$ cat config.mk
export PLATFORM = sky130hd
export DESIGN_NAME = indirect_block_map_walker_top
export DESIGN_NICKNAME = d
export VERILOG_FILES = /design/src/hdl/ibmw_pkg.sv /design/src/hdl/indirect_block_map_walker_top.sv /design/src/hdl/ibmw_ram.sv /design/src/hdl/ibmw_cfg.sv /design/src/hdl/ibmw_decode.sv
export SDC_FILE = /design/constraint.sdc
export NUM_CORES = 1
export LEC_CHECK = 0
export ABC_CLOCK_PERIOD_IN_PS = 7700
export BUFFER_PORTS_ARGS = -buffer_cell sky130_fd_sc_hd__buf_2
export CELL_PAD_IN_SITES_DETAIL_PLACEMENT = 1
export CELL_PAD_IN_SITES_GLOBAL_PLACEMENT = 2
export CORE_UTILIZATION = 43
export DETAILED_ROUTE_END_ITERATION = 7
export PLACE_DENSITY_LB_ADDON = 0.12
export SLEW_MARGIN = 20
export SYNTH_ARGS = -nofsm -noshare
export SYNTH_HDL_FRONTEND = slang
export SYNTH_SLANG_ARGS = --single-unit
$ cat constraint.sdc
create_clock -name clk -period 7.7 [get_ports clk]
set_clock_uncertainty 0.2 [all_clocks]
set_input_delay 0 -clock clk [delete_from_list [all_inputs] [get_ports clk]]
set_output_delay 0 -clock clk [all_outputs]
set_load 0.005 [all_outputs]
$ cat src/hdl/ibmw_pkg.sv
// ----------------------------------------------------------------------------
// ibmw_pkg
// Shared types, constants and helper functions of the indirect block map
// walker.
// ----------------------------------------------------------------------------
package ibmw_pkg;

	localparam int DIRECT_SLOTS = 12;
	localparam int ROOT_SLOTS   = DIRECT_SLOTS + 3;
	localparam int SLOT_W       = $clog2(ROOT_SLOTS);
	localparam int P_MIN        = 8;
	localparam int P_MAX        = 14;
	localparam int P_RESET      = 10;
	localparam int WORD_W       = P_MAX;
	localparam int THR_W        = 3 * P_MAX + 2;

	typedef logic [SLOT_W-1:0] slot_t;
	typedef logic [THR_W-1:0]  thr_t;
	typedef logic [WORD_W-1:0] wofs_t;

	typedef enum logic [1:0] {
		K_LOAD   = 2'd0,
		K_APPEND = 2'd1,
		K_LOOKUP = 2'd2,
		K_WORD   = 2'd3
	} kind_t;

	typedef enum logic [1:0] {
		RK_READ   = 2'd0,
		RK_ANSWER = 2'd1,
		RK_APPEND = 2'd2
	} rkind_t;

	typedef enum logic [2:0] {
		LK_DIRECT,
		LK_SINGLE,
		LK_DOUBLE,
		LK_TRIPLE,
		LK_OUT
	} lk_t;

	typedef enum logic {
		ST_IDLE,
		ST_READ
	} st_t;

	// Effective geometry: clamped log2 of pointers per block and the starts of
	// the double, triple and beyond-triple ranges.
	typedef struct packed {
		logic [3:0] p;
		thr_t       t2;
		thr_t       t3;
		thr_t       t4;
	} cfg_t;

	// Decoded lookup: range class, root table slot, remainder, first word offset.
	typedef struct packed {
		lk_t         cls;
		slot_t       addr;
		logic [31:0] rem;
		wofs_t       wofs;
	} lkp_t;

	typedef struct packed {
		rkind_t      result_kind;
		logic [31:0] read_block;
		wofs_t       read_word;
		logic        found;
		logic [31:0] physical_block;
		logic        append_ok;
	} res_t;

	function automatic logic [3:0] clamp_p(input logic [3:0] raw);
		logic [3:0] p;
		p = raw;
		if (p < 4'(P_MIN)) p = 4'(P_MIN);
		if (p > 4'(P_MAX)) p = 4'(P_MAX);
		return p;
	endfunction

	function automatic cfg_t geometry(input logic [3:0] p);
		cfg_t       c;
		logic [5:0] sh3;
		sh3  = 6'({p, 1'b0}) + 6'(p);
		c.p  = p;
		c.t2 = thr_t'(DIRECT_SLOTS) + (thr_t'(1) << p);
		c.t3 = c.t2 + (thr_t'(1) << {p, 1'b0});
		c.t4 = c.t3 + (thr_t'(1) << sh3);
		return c;
	endfunction

	// One digit of the remainder: (rem >> sh) masked to p bits.
	function automatic wofs_t word_ofs(input logic [31:0] rem, input logic [4:0] sh,
		input logic [3:0] p);
		logic [WORD_W:0] one;
		wofs_t           mask;
		one  = (WORD_W+1)'(1) << p;
		mask = WORD_W'(one - (WORD_W+1)'(1));
		return WORD_W'(rem >> sh) & mask;
	endfunction

endpackage

$ cat src/hdl/indirect_block_map_walker_top.sv
// ----------------------------------------------------------------------------
// indirect_block_map_walker_top
// Maps a file's logical block index to a physical block through a root table
// of direct and single, double and triple indirect pointers.
// ----------------------------------------------------------------------------
// Appends, memory words returned during a walk and out-of-range lookups keep
// busy low, and the result beat appears on the cycle after the start beat;
// loads give no result beat. A lookup that needs a root table entry holds
// busy high while the root table RAM is read, and its result beat follows
// that read. Results are shown for exactly one cycle with done high
// and cannot be stalled; a new start may be given while done is high.
// Indirect lookups answer with a read request, and the caller returns each
// requested word as a memory-word item to continue the walk.
module indirect_block_map_walker_top (
	input  logic        clk,
	input  logic        arst_n,
	input  logic        start,
	output logic        busy,
	input  logic [1:0]  kind,
	input  logic [3:0]  slot,
	input  logic [31:0] block_number,
	input  logic [31:0] logical_index,
	output logic        done,
	output logic [1:0]  result_kind,
	output logic [31:0] read_block,
	output logic [13:0] read_word,
	output logic        found,
	output logic [31:0] physical_block,
	output logic        append_ok,
	input  logic        cfg_valid,
	output logic        cfg_ready,
	input  logic [3:0]  cfg_data
);

	ibmw_pkg::cfg_t  cfg;
	ibmw_pkg::lkp_t  lkp;
	ibmw_pkg::st_t   state_q;
	ibmw_pkg::st_t   state_d;
	ibmw_pkg::res_t  res_q;
	ibmw_pkg::res_t  res_d;
	ibmw_pkg::lk_t   cls_s1;
	ibmw_pkg::wofs_t wofs_s1;
	logic            nzsel_s1;
	logic            done_q;
	logic            fire_d;
	logic [ibmw_pkg::ROOT_SLOTS-1:0] nz_q;
	logic [1:0]      levels_q;
	logic [31:0]     rem_q;
	logic            accept;
	logic            ram_we;
	ibmw_pkg::slot_t ram_waddr;
	logic [31:0]     ram_rdata;
	logic [31:0]     root_val;
	logic            free_hit;
	ibmw_pkg::slot_t free_idx;
	logic            slot_ok;

	ibmw_cfg u_cfg (
		.clk       (clk),
		.arst_n    (arst_n),
		.cfg_valid (cfg_valid),
		.cfg_ready (cfg_ready),
		.cfg_data  (cfg_data),
		.cfg       (cfg)
	);

	ibmw_decode u_decode (
		.logical_index (logical_index),
		.cfg           (cfg),
		.lkp           (lkp)
	);

	ibmw_ram #(
		.WIDTH (32),
		.DEPTH (ibmw_pkg::ROOT_SLOTS)
	) u_root (
		.clk   (clk),
		.we    (ram_we),
		.waddr (ram_waddr),
		.wdata (block_number),
		.raddr (lkp.addr),
		.rdata (ram_rdata)
	);

	assign busy    = (state_q == ibmw_pkg::ST_READ);
	assign accept  = start && !busy;
	assign slot_ok = {1'b0, slot} < 5'(ibmw_pkg::ROOT_SLOTS);

	// An entry never written, or written with zero, reads as zero.
	assign root_val = nzsel_s1 ? ram_rdata : 32'd0;

	// First empty direct slot.
	always_comb begin
		free_hit = 1'b0;
		free_idx = '0;
		for (int i = ibmw_pkg::DIRECT_SLOTS - 1; i >= 0; i--) begin
			if (!nz_q[i]) begin
				free_hit = 1'b1;
				free_idx = ibmw_pkg::slot_t'(i);
			end
		end
	end

	always_comb begin
		state_d = state_q;
		case (state_q)
			ibmw_pkg::ST_IDLE: begin
				if (accept && ibmw_pkg::kind_t'(kind) == ibmw_pkg::K_LOOKUP &&
						lkp.cls != ibmw_pkg::LK_OUT) begin
					state_d = ibmw_pkg::ST_READ;
				end
			end
			ibmw_pkg::ST_READ: state_d = ibmw_pkg::ST_IDLE;
			default: state_d = ibmw_pkg::ST_IDLE;
		endcase
	end

	always_comb begin
		fire_d    = 1'b0;
		res_d     = '0;
		ram_we    = 1'b0;
		ram_waddr = ibmw_pkg::slot_t'(slot);
		case (state_q)
			ibmw_pkg::ST_READ: begin
				fire_d = 1'b1;
				if (cls_s1 == ibmw_pkg::LK_DIRECT) begin
					res_d.result_kind    = ibmw_pkg::RK_ANSWER;
					res_d.found          = nzsel_s1;
					res_d.physical_block = root_val;
				end else begin
					res_d.result_kind = ibmw_pkg::RK_READ;
					res_d.read_block  = root_val;
					res_d.read_word   = wofs_s1;
				end
			end
			ibmw_pkg::ST_IDLE: begin
				if (accept) begin
					case (ibmw_pkg::kind_t'(kind))
						ibmw_pkg::K_LOAD: ram_we = slot_ok;
						ibmw_pkg::K_APPEND: begin
							fire_d            = 1'b1;
							res_d.result_kind = ibmw_pkg::RK_APPEND;
							res_d.append_ok   = free_hit;
							ram_we            = free_hit;
							ram_waddr         = free_idx;
						end
						ibmw_pkg::K_LOOKUP: begin
							if (lkp.cls == ibmw_pkg::LK_OUT) begin
								fire_d            = 1'b1;
								res_d.result_kind = ibmw_pkg::RK_ANSWER;
							end
						end
						ibmw_pkg::K_WORD: begin
							case (levels_q)
								2'd1: begin
									fire_d               = 1'b1;
									res_d.result_kind    = ibmw_pkg::RK_ANSWER;
									res_d.found          = block_number != 32'd0;
									res_d.physical_block = block_number;
								end
								2'd2: begin
									fire_d            = 1'b1;
									res_d.result_kind = ibmw_pkg::RK_READ;
									res_d.read_block  = block_number;
									res_d.read_word   = ibmw_pkg::word_ofs(rem_q, 5'd0, cfg.p);
								end
								2'd3: begin
									fire_d            = 1'b1;
									res_d.result_kind = ibmw_pkg::RK_READ;
									res_d.read_block  = block_number;
									res_d.read_word   = ibmw_pkg::word_ofs(rem_q, 5'(cfg.p),
										cfg.p);
								end
								default: fire_d = 1'b0;
							endcase
						end
						default: fire_d = 1'b0;
					endcase
				end
			end
			default: fire_d = 1'b0;
		endcase
	end

	always_ff @(posedge clk or negedge arst_n) begin
		if (!arst_n) begin
			state_q  <= ibmw_pkg::ST_IDLE;
			done_q   <= 1'b0;
			nz_q     <= '0;
			levels_q <= 2'd0;
			rem_q    <= 32'd0;
		end else begin
			state_q <= state_d;
			done_q  <= fire_d;
			if (ram_we) nz_q[ram_waddr] <= block_number != 32'd0;
			if (accept) begin
				if (ibmw_pkg::kind_t'(kind) == ibmw_pkg::K_LOOKUP) begin
					rem_q <= lkp.rem;
					case (lkp.cls)
						ibmw_pkg::LK_SINGLE: levels_q <= 2'd1;
						ibmw_pkg::LK_DOUBLE: levels_q <= 2'd2;
						ibmw_pkg::LK_TRIPLE: levels_q <= 2'd3;
						default: levels_q <= 2'd0;
					endcase
				end else if (ibmw_pkg::kind_t'(kind) == ibmw_pkg::K_WORD &&
						levels_q != 2'd0) begin
					levels_q <= levels_q - 2'd1;
					if (levels_q == 2'd1) rem_q <= 32'd0;
				end
			end
		end
	end

	// Lookup context held across the root table read.
	always_ff @(posedge clk) begin
		res_q <= res_d;
		if (accept) begin
			cls_s1   <= lkp.cls;
			wofs_s1  <= lkp.wofs;
			nzsel_s1 <= nz_q[lkp.addr];
		end
	end

	assign done           = done_q;
	assign result_kind    = res_q.result_kind;
	assign read_block     = res_q.read_block;
	assign read_word      = res_q.read_word;
	assign found          = res_q.found;
	assign physical_block = res_q.physical_block;
	assign append_ok      = res_q.append_ok;

endmodule

$ cat src/hdl/ibmw_ram.sv
// ----------------------------------------------------------------------------
// ibmw_ram
// Generic single-write, single-read synchronous RAM with registered read.
// ----------------------------------------------------------------------------
module ibmw_ram #(
	parameter int WIDTH = 32,
	parameter int DEPTH = 16
) (
	input  logic                     clk,
	input  logic                     we,
	input  logic [$clog2(DEPTH)-1:0] waddr,
	input  logic [WIDTH-1:0]         wdata,
	input  logic [$clog2(DEPTH)-1:0] raddr,
	output logic [WIDTH-1:0]         rdata
);

	logic [WIDTH-1:0] mem_q [DEPTH];

	always_ff @(posedge clk) begin
		if (we) mem_q[waddr] <= wdata;
		rdata <= mem_q[raddr];
	end

endmodule

$ cat src/hdl/ibmw_cfg.sv
// ----------------------------------------------------------------------------
// ibmw_cfg
// Geometry register: holds the clamped pointers-per-block exponent and the
// range boundaries derived from it.
// ----------------------------------------------------------------------------
module ibmw_cfg (
	input  logic                clk,
	input  logic                arst_n,
	input  logic                cfg_valid,
	output logic                cfg_ready,
	input  logic [3:0]          cfg_data,
	output ibmw_pkg::cfg_t      cfg
);

	ibmw_pkg::cfg_t cfg_q;

	assign cfg_ready = 1'b1;
	assign cfg       = cfg_q;

	// Boundaries are worked out once per write so lookups only compare.
	always_ff @(posedge clk or negedge arst_n) begin
		if (!arst_n) begin
			cfg_q <= ibmw_pkg::geometry(4'(ibmw_pkg::P_RESET));
		end else if (cfg_valid) begin
			cfg_q <= ibmw_pkg::geometry(ibmw_pkg::clamp_p(cfg_data));
		end
	end

endmodule

$ cat src/hdl/ibmw_decode.sv
// ----------------------------------------------------------------------------
// ibmw_decode
// Range decoder for a lookup: picks direct, single, double, triple or out of
// range, the root slot to read and the first word offset of the walk.
// ----------------------------------------------------------------------------
module ibmw_decode (
	input  logic [31:0]    logical_index,
	input  ibmw_pkg::cfg_t cfg,
	output ibmw_pkg::lkp_t lkp
);

	ibmw_pkg::thr_t kx;
	logic [31:0]    d1;
	logic [31:0]    d2;
	logic [31:0]    d3;

	assign kx = ibmw_pkg::thr_t'(logical_index);
	assign d1 = logical_index - 32'(ibmw_pkg::DIRECT_SLOTS);
	assign d2 = logical_index - cfg.t2[31:0];
	assign d3 = logical_index - cfg.t3[31:0];

	always_comb begin
		lkp      = '0;
		lkp.cls  = ibmw_pkg::LK_OUT;
		if (kx < ibmw_pkg::thr_t'(ibmw_pkg::DIRECT_SLOTS)) begin
			lkp.cls  = ibmw_pkg::LK_DIRECT;
			lkp.addr = logical_index[ibmw_pkg::SLOT_W-1:0];
		end else if (kx < cfg.t2) begin
			lkp.cls  = ibmw_pkg::LK_SINGLE;
			lkp.addr = ibmw_pkg::slot_t'(ibmw_pkg::DIRECT_SLOTS);
			lkp.rem  = d1;
			lkp.wofs = ibmw_pkg::word_ofs(d1, 5'd0, cfg.p);
		end else if (kx < cfg.t3) begin
			lkp.cls  = ibmw_pkg::LK_DOUBLE;
			lkp.addr = ibmw_pkg::slot_t'(ibmw_pkg::DIRECT_SLOTS + 1);
			lkp.rem  = d2;
			lkp.wofs = ibmw_pkg::word_ofs(d2, 5'(cfg.p), cfg.p);
		end else if (kx < cfg.t4) begin
			lkp.cls  = ibmw_pkg::LK_TRIPLE;
			lkp.addr = ibmw_pkg::slot_t'(ibmw_pkg::DIRECT_SLOTS + 2);
			lkp.rem  = d3;
			lkp.wofs = ibmw_pkg::word_ofs(d3, 5'({cfg.p, 1'b0}), cfg.p);
		end
	end

endmodule
* Word-level counts from Yosys, hierarchy flattened *
Memory sizes are Yosys's and may differ from the RTL's. A register that Yosys moved wholly into a read port is not among the register bits.
Index checks and enable logic that the tools add are counted.

operators by class
  add/sub/neg operators = 9
  $lt $le $gt $ge = 10
  equal/unequal tests = 11
  shift operators = 7
  mux-type cells = 72
  bitwise operators = 8
  reductions and logical operators = 16

operators with widths
  operator                                                                        count
  81-bit one-hot mux with 2 select lines                                          1
  53-bit two-way mux                                                              3
  32-bit by 44-bit less-than comparator with 1-bit output                         3
  32-bit two-way mux                                                              4
  46-bit two-way mux                                                              2
  46-bit one-hot mux with 2 select lines                                          1
  44-bit adder                                                                    2
  82-bit two-way mux                                                              1
  79-bit two-way mux                                                              1
  4-bit two-way mux                                                               19
  14-bit AND                                                                      5
  33-bit two-way mux                                                              2
  32-bit by 4-bit right shift with 14-bit output                                  2
  32-bit subtractor                                                               2
  4-bit by 44-bit adder with 44-bit output (first input constant)                 1
  1-bit by 4-bit left shift with 44-bit output (first input constant)             1
  1-bit by 5-bit left shift with 44-bit output (first input constant)             1
  1-bit by 6-bit left shift with 44-bit output (first input constant)             1
  32-bit by 4-bit less-than comparator with 1-bit output (second input constant)  1
  32-bit nonzero test                                                             1
  32-bit by 5-bit right shift with 14-bit output                                  1
  32-bit by 4-bit subtractor with 32-bit output (second input constant)           1
  1-bit two-way mux                                                               26
  15-bit bitwise mux                                                              1
  30 further kinds                                                                50

storage, ports and cells
  bits in registers = 287
  bits in writable memories = 480
  input bits = 78
  memories = 1

memory list
  name          words  bits a word  read ports  clocked after Yosys merged registers in  wr ports  RTL line        text
  u_root.mem_q  15     32           1           1                                        1         ibmw_ram.sv:17  logic [WIDTH-1:0] mem_q [DEPTH];

* Logic depth before layout (Yosys ltp) *
  depth after elaboration = 20
  gate-level depth with buffers = 20
  mapped depth without buffers = 19

* By module *
From an unflattened synthesis, not the netlist that was laid out.

second synthesis, totals
  cells, all modules = 3270
  area, all modules = 38019.0 um2

modules (own cells, without submodules)
  module                         instances  cells each  area an instance (um2)  sequential area each (um2)
  ibmw_ram                       1          886         18884.4                 15054.4
  ibmw_decode                    1          1334        8585.7                  0.0
  indirect_block_map_walker_top  1          649         6881.6                  3383.2
  ibmw_cfg                       1          401         3667.3                  1385.1

* Worst setup path after synthesis *
OpenSTA, ideal clock, no wires.

  path type = register to register
  start = reg state_q, in the netlist busy
  end = reg nz_q[12] in the netlist's numbering
  setup time = 125 ps
  arrival time = 4020 ps
  path slack = 3355 ps
  cell stages (with the launch flop) = 10
  path buffers = 1
  cells stage by stage = dfrtp_1 -> nor2b_1 -> clkbuf_1 -> nor2b_1 -> nand2_1 -> nand2_1 -> o21ai_0 -> or2_2 -> nor2_1 -> mux2_2

on the way
  longest elaborated chain between the ends = 9
  elaborated cells on any way between the ends = 12
  those cells by class = order compare: 2; mux: 7; reduce/logical: 3

ends and longest elaborated chain
  item                                                                                                                                                  RTL line                              text
  start: declaration                                                                                                                                    indirect_block_map_walker_top.sv:37   ibmw_pkg::st_t state_q;
  start signal: assignment                                                                                                                              indirect_block_map_walker_top.sv:187  state_q <= ibmw_pkg::ST_IDLE;
  start signal: assignment                                                                                                                              indirect_block_map_walker_top.sv:193  state_q <= state_d;
  1-bit logical NOT (*)                                                                                                                                 indirect_block_map_walker_top.sv:86   assign accept = start && !busy;
  1-bit logical AND (*)                                                                                                                                 indirect_block_map_walker_top.sv:86
  named net accept                                                                                                                                      indirect_block_map_walker_top.sv:49   logic accept;
  4-bit two-way mux                                                                                                                                     indirect_block_map_walker_top.sv:137  if (accept) begin
  4-bit two-way mux                                                                                                                                     indirect_block_map_walker_top.sv:123  case (state_q)
  4-bit by 5-bit less-than comparator with 1-bit output (not written as such) / 4-bit by 1-bit >= comparator with 1-bit output (equally long branches)  indirect_block_map_walker_top.sv:195  if (ram_we) nz_q[ram_waddr] <= block_number != 32'd0;
  1-bit logical AND (not written as such)                                                                                                               indirect_block_map_walker_top.sv:195
  1-bit two-way mux (not written as such)                                                                                                               indirect_block_map_walker_top.sv:195
  1-bit demux with 4-bit select                                                                                                                         indirect_block_map_walker_top.sv:195
  15-bit bitwise mux                                                                                                                                    indirect_block_map_walker_top.sv:195
  end signal: assignment                                                                                                                                indirect_block_map_walker_top.sv:189  nz_q <= '0;
  end signal: indexed assignment                                                                                                                        indirect_block_map_walker_top.sv:195
  end: declaration                                                                                                                                      indirect_block_map_walker_top.sv:46   logic [ibmw_pkg::ROOT_SLOTS-1:0] nz_q;

The timed path passes the listed nets; every way through them passes the cells marked *.
A chain may end at the register's enable or synchronous reset.

* Worst setup path in the final report *
  start = reg u_cfg.cfg_q, in the netlist u_cfg.cfg[64]
  end = reg u_root.rdata[22], read port of u_root.mem_q

on the way
  longest elaborated chain between the ends = 4

ends and longest elaborated chain
  item                                                     RTL line           text
  start: declaration                                       ibmw_cfg.sv:15     ibmw_pkg::cfg_t cfg_q;
  start signal: assignment                                 ibmw_cfg.sv:23     cfg_q <= ibmw_pkg::geometry(4'(ibmw_pkg::P_RESET));
  start signal: assignment                                 ibmw_cfg.sv:25     cfg_q <= ibmw_pkg::geometry(ibmw_pkg::clamp_p(cfg_data));
  32-bit by 44-bit less-than comparator with 1-bit output  ibmw_decode.sv:33  end else if (kx < cfg.t3) begin
  53-bit two-way mux                                       ibmw_decode.sv:33
  53-bit two-way mux                                       ibmw_decode.sv:28  end else if (kx < cfg.t2) begin
  7-bit two-way mux                                        ibmw_decode.sv:25  if (kx < ibmw_pkg::thr_t'(ibmw_pkg::DIRECT_SLOTS)) begin
  end: declaration                                         ibmw_ram.sv:14     output logic [WIDTH-1:0] rdata

No other way between the ends.

==> impl_metrics.csv <==
group,metric,value,unit
outcome,outcome,"complete, no violations",
routing,drt_first_pass_iters,5,
finish,area_growth,16.0,%
clocking,worst_skew_pair.late_latency,630,ps
routing,post_drt_antenna_nets,0,
sta,setup_viol,0,
routing,drt-wirelength-per-cell,27.5,um
sta,final-hold-violation-count,0,
setup_path,worst_ep_required_time,8010,ps
logic_synthesis,synthesis.area,32800,sq um
sta,post-route-worst-setup-slack,2220,ps
clocking,clock_tree.htree_level_count,3,
grt,global_route.overflow_total,0,
logic_synthesis,synth_cells,2670,
logic_synthesis,syn_area_per_cell,12.3,sq um
finish,net_count_reported_at_finish,3018,
routing,detail_route.drc_violations,0,
sta,worstMarginPinSlew,1010,ps
logic_synthesis,synth_cell_types,89,
setup_path,criticalPathCategory,"flop to flop",
finish,layout.filler_cells,7633,
logic_synthesis,synthFlopType,"sky130_fd_sc_hd__edfxtp_1",
sta,final.min_clock_period,5480,ps
setup_path,ff2ff_setup_slack,2220,ps
die,dieArea,77500,sq um
sta,setup_tns,0,ps
hold_path,worstHoldStart,"slot[3]",
sta,rsz0062_at_grt,"no",
setup_path,cp_max_fo,42,
clocking,post_cts_resize_count,0,
setup_path,startpoint_types,"flop",
clocking,cts-hold-fix-buffers,80,
logic_synthesis,yosys.area.top_type,"sky130_fd_sc_hd__edfxtp_1",
finish,multiInputGateArea,12200,sq um
power,design_power_total,0.00989,W
grt,number_of_global_route_vias_before_repair,24725,
routing,postRouteWirelength,107000,um
power,cellLeakagePower,13.9,nW
die,fp.dieH,278,um
die,die_x,278,um
finish,share_of_final_layout_standard_cells_stronger_than_drive_strength_1,17.4,%
grt,track_usage,27.4,%
setup_path,worstSetupEndpointType,"flop",
placement,dp_worst_setup_slack,2290,ps
logic_synthesis,yosysWarnings,0,
sta,timing.final.crit_share,71.2,%
placement,place_congestion,0.890,
logic_synthesis,synth-edff-count,498,
die,fp.coreArea,74900,sq um
sta,timing.final.max_slew_violations,0,
routing,detailed_route_vias_per_instance,5.98,
die,io_pins,163,
grt,grt_max_degree,115,
clocking,cts_tree,"yes",
sta,hold-worst-slack,38.1,ps
grt,antenna_violations_before_repair,1,
clocking,clk_path_buf_depth,3,
setup_path,launch_point_of_the_critical_path,"u_cfg.cfg[64]$_DFFE_PN1P_",
setup_path,worstReg2RegStart,"u_cfg.cfg[64]$_DFFE_PN1P_",
sta,fmax,0.182,GHz
logic_synthesis,ys_ff_latch,715,
finish,regArea,19800,sq um
placement,dpl.hpwl,68000,um
clocking,clk_pin_slew,60,ps
finish,antenna-diode-count,0,
routing,initialDrtViolationCount,1592,
clocking,post_cts_setup_buffers,0,
clocking,numCtsBuffers,78,
die,floorplan.initialDensity,43.8,%
logic_synthesis,post-synth-top-area-fraction,45.5,%
hold_path,hold-path-cell-count,4,
setup_path,r2r.worst_path.cells,13,
logic_synthesis,ys_async_sr_fraction,14.4,%
power,total_power_divided_by_cell_area,259,nW/um^2
clocking,numClockSinks,715,
clocking,clock_tree_root_driver_cell,"sky130_fd_sc_hd__clkbuf_16",
power,vdd.ir_drop.worst,0.000178,V
setup_path,critical_path_arrival,5790,ps
logic_synthesis,synth.yosys.seq_area_share,60.4,%
placement,port_buffers,161,
hold_path,end_point_of_the_worst_hold_path,"u_root.mem_q[0][24]$_DFFE_PP_",
logic_synthesis,synth.area.top_cells,"sky130_fd_sc_hd__edfxtp_1 (46%), sky130_fd_sc_hd__dfrtp_1 (7.3%), sky130_fd_sc_hd__dfxtp_1 (7.0%)",
flow_run,maxCapViolCount,0,
hold_path,min-delay-path-class,"primary input to flop",
die,number_of_rows_in_the_core_area,100,
sta,relSlewSlack,32.7,%
routing,num_vias,23328,
setup_path,crit-reg2reg-capture,"u_root.rdata[22]$_DFF_P_",
grt,grt_pass1_wl,159000,um
[worst max-delay path by stage]
stage	end	slack [ps]	cells after the start
6_report	u_root.rdata[22]$_DFF_P_	2220	13
5_1_grt	u_root.rdata[22]$_DFF_P_	2030	13
4_1_cts	u_root.rdata[22]$_DFF_P_	2310	13
3_5_place_dp	u_root.rdata[22]$_DFF_P_	2290	13
3_3_place_gp	u_root.rdata[22]$_DFF_P_	2410	14
2_1_floorplan	nz_q[12]$_DFFE_PN0P_	3350	9
[layer usage]
| layer | part of all wire [%] | GRT usage, % | wire length (um) | up-vias |
|---|---|---|---|---|
| met2 | 50 | 47.8 | 53600 | 600 |
| li1 | - | - | - | 10536 |
| met1 | 42 | 34.4 | 45000 | 11996 |
| met3 | 4.0 | 3.62 | 4270 | 194 |
| met5 | 0.0093 | 0 | 10 | - |
| met4 | 3.9 | 10.9 | 4120 | 2 |
[sequential cells by signal, indices dropped and copies added, names as in the netlist]
register	count
levels_q	2
wofs_s1	14
read_word	14
found	1
u_root.rdata	32
done	1
u_root.mem_q	480
nz_q	15
nzsel_s1	1
rem_q	29
result_kind	2
cls_s1	3
append_ok	1
physical_block	32
busy	1
read_block	32
u_cfg.cfg	55
[kinds of logic after synthesis]
kind of cell               share of synthesized area (%)
other                                             0.0229
buffers and inverters                               3.25
xor gates and xnor gates                            1.97
DFF                                                 60.4
muxes                                               9.08
adders and majority gates                           2.92
and+or+nand+nor                                     9.50
AOI/OAI and AO/OA                                   12.9
[synth_stat cells, drive strengths merged, types with 74 or more instances]
master / n
nor2: 187
edfxtp: 498
ha: 75
mux2: 110
o22ai: 120
o21ai: 101
nand2: 245
dfrtp: 96
dfxtp: 114
a21oi: 96
mux2i: 156
inv: 74
clkbuf: 109
[power breakdown]
group | switching [W] | total, W | leakage (nW) | internal [W]
logic | 0.000990 | 0.00159 | 5.90 | 0.000596
registers | 0.000168 | 0.00451 | 6.74 | 0.00434
clock network | 0.00161 | 0.00379 | 1.29 | 0.00218
total | 0.00277 | 0.00989 | 13.9 | 0.00712
[cell type report]
class / instances / area share, %
flip-flops and latches: 715 / 52.0
multi-input cells: 1707 / 31.9
clock buffers: 111 / 5.84
repair buffers: 287 / 5.19
well taps: 969 / 3.18
clock inverters: 34 / 1.10
inverters: 75 / 0.739
[stage by stage]
step	instance area [sq um]	utilization (%)	instances
after floorplan	32900	-	2675
final	38100	50.8	3898
after global routing	38100	50.8	3898
after global placement	34600	46.2	3673
after CTS	38100	50.8	3898
after detailed placement	34600	46.2	3673
[cells in the final DEF (no fill, tap or decap), types with 78 or more instances in the layout]
cell type and count:
sky130_fd_sc_hd__mux2i_1 156, sky130_fd_sc_hd__mux2_2 110, sky130_fd_sc_hd__edfxtp_1 498, sky130_fd_sc_hd__dfrtp_1 95, sky130_fd_sc_hd__clkbuf_16 78, sky130_fd_sc_hd__o22ai_1 118
sky130_fd_sc_hd__dlygate4sd3_1 79, sky130_fd_sc_hd__nor2_1 170, sky130_fd_sc_hd__buf_2 160, sky130_fd_sc_hd__a21oi_1 96, sky130_fd_sc_hd__nand2_1 245, sky130_fd_sc_hd__o21ai_0 98
sky130_fd_sc_hd__dfxtp_1 114
[worst max-delay path, cell delays in order (launching register included)]
cell and delay (ps):
sky130_fd_sc_hd__dfstp_2 510, sky130_fd_sc_hd__inv_1 80, sky130_fd_sc_hd__ha_1 480, sky130_fd_sc_hd__nand4_1 330, sky130_fd_sc_hd__a211o_1 360, sky130_fd_sc_hd__a21bo_2 260
sky130_fd_sc_hd__a21oi_1 160, sky130_fd_sc_hd__o21ai_1 490, sky130_fd_sc_hd__a22o_2 230, sky130_fd_sc_hd__buf_4 500, sky130_fd_sc_hd__or3_2 840, sky130_fd_sc_hd__buf_4 290
sky130_fd_sc_hd__o22ai_1 80, sky130_fd_sc_hd__or4_1 510
No activity file was read; power rests on OpenSTA's default activity.
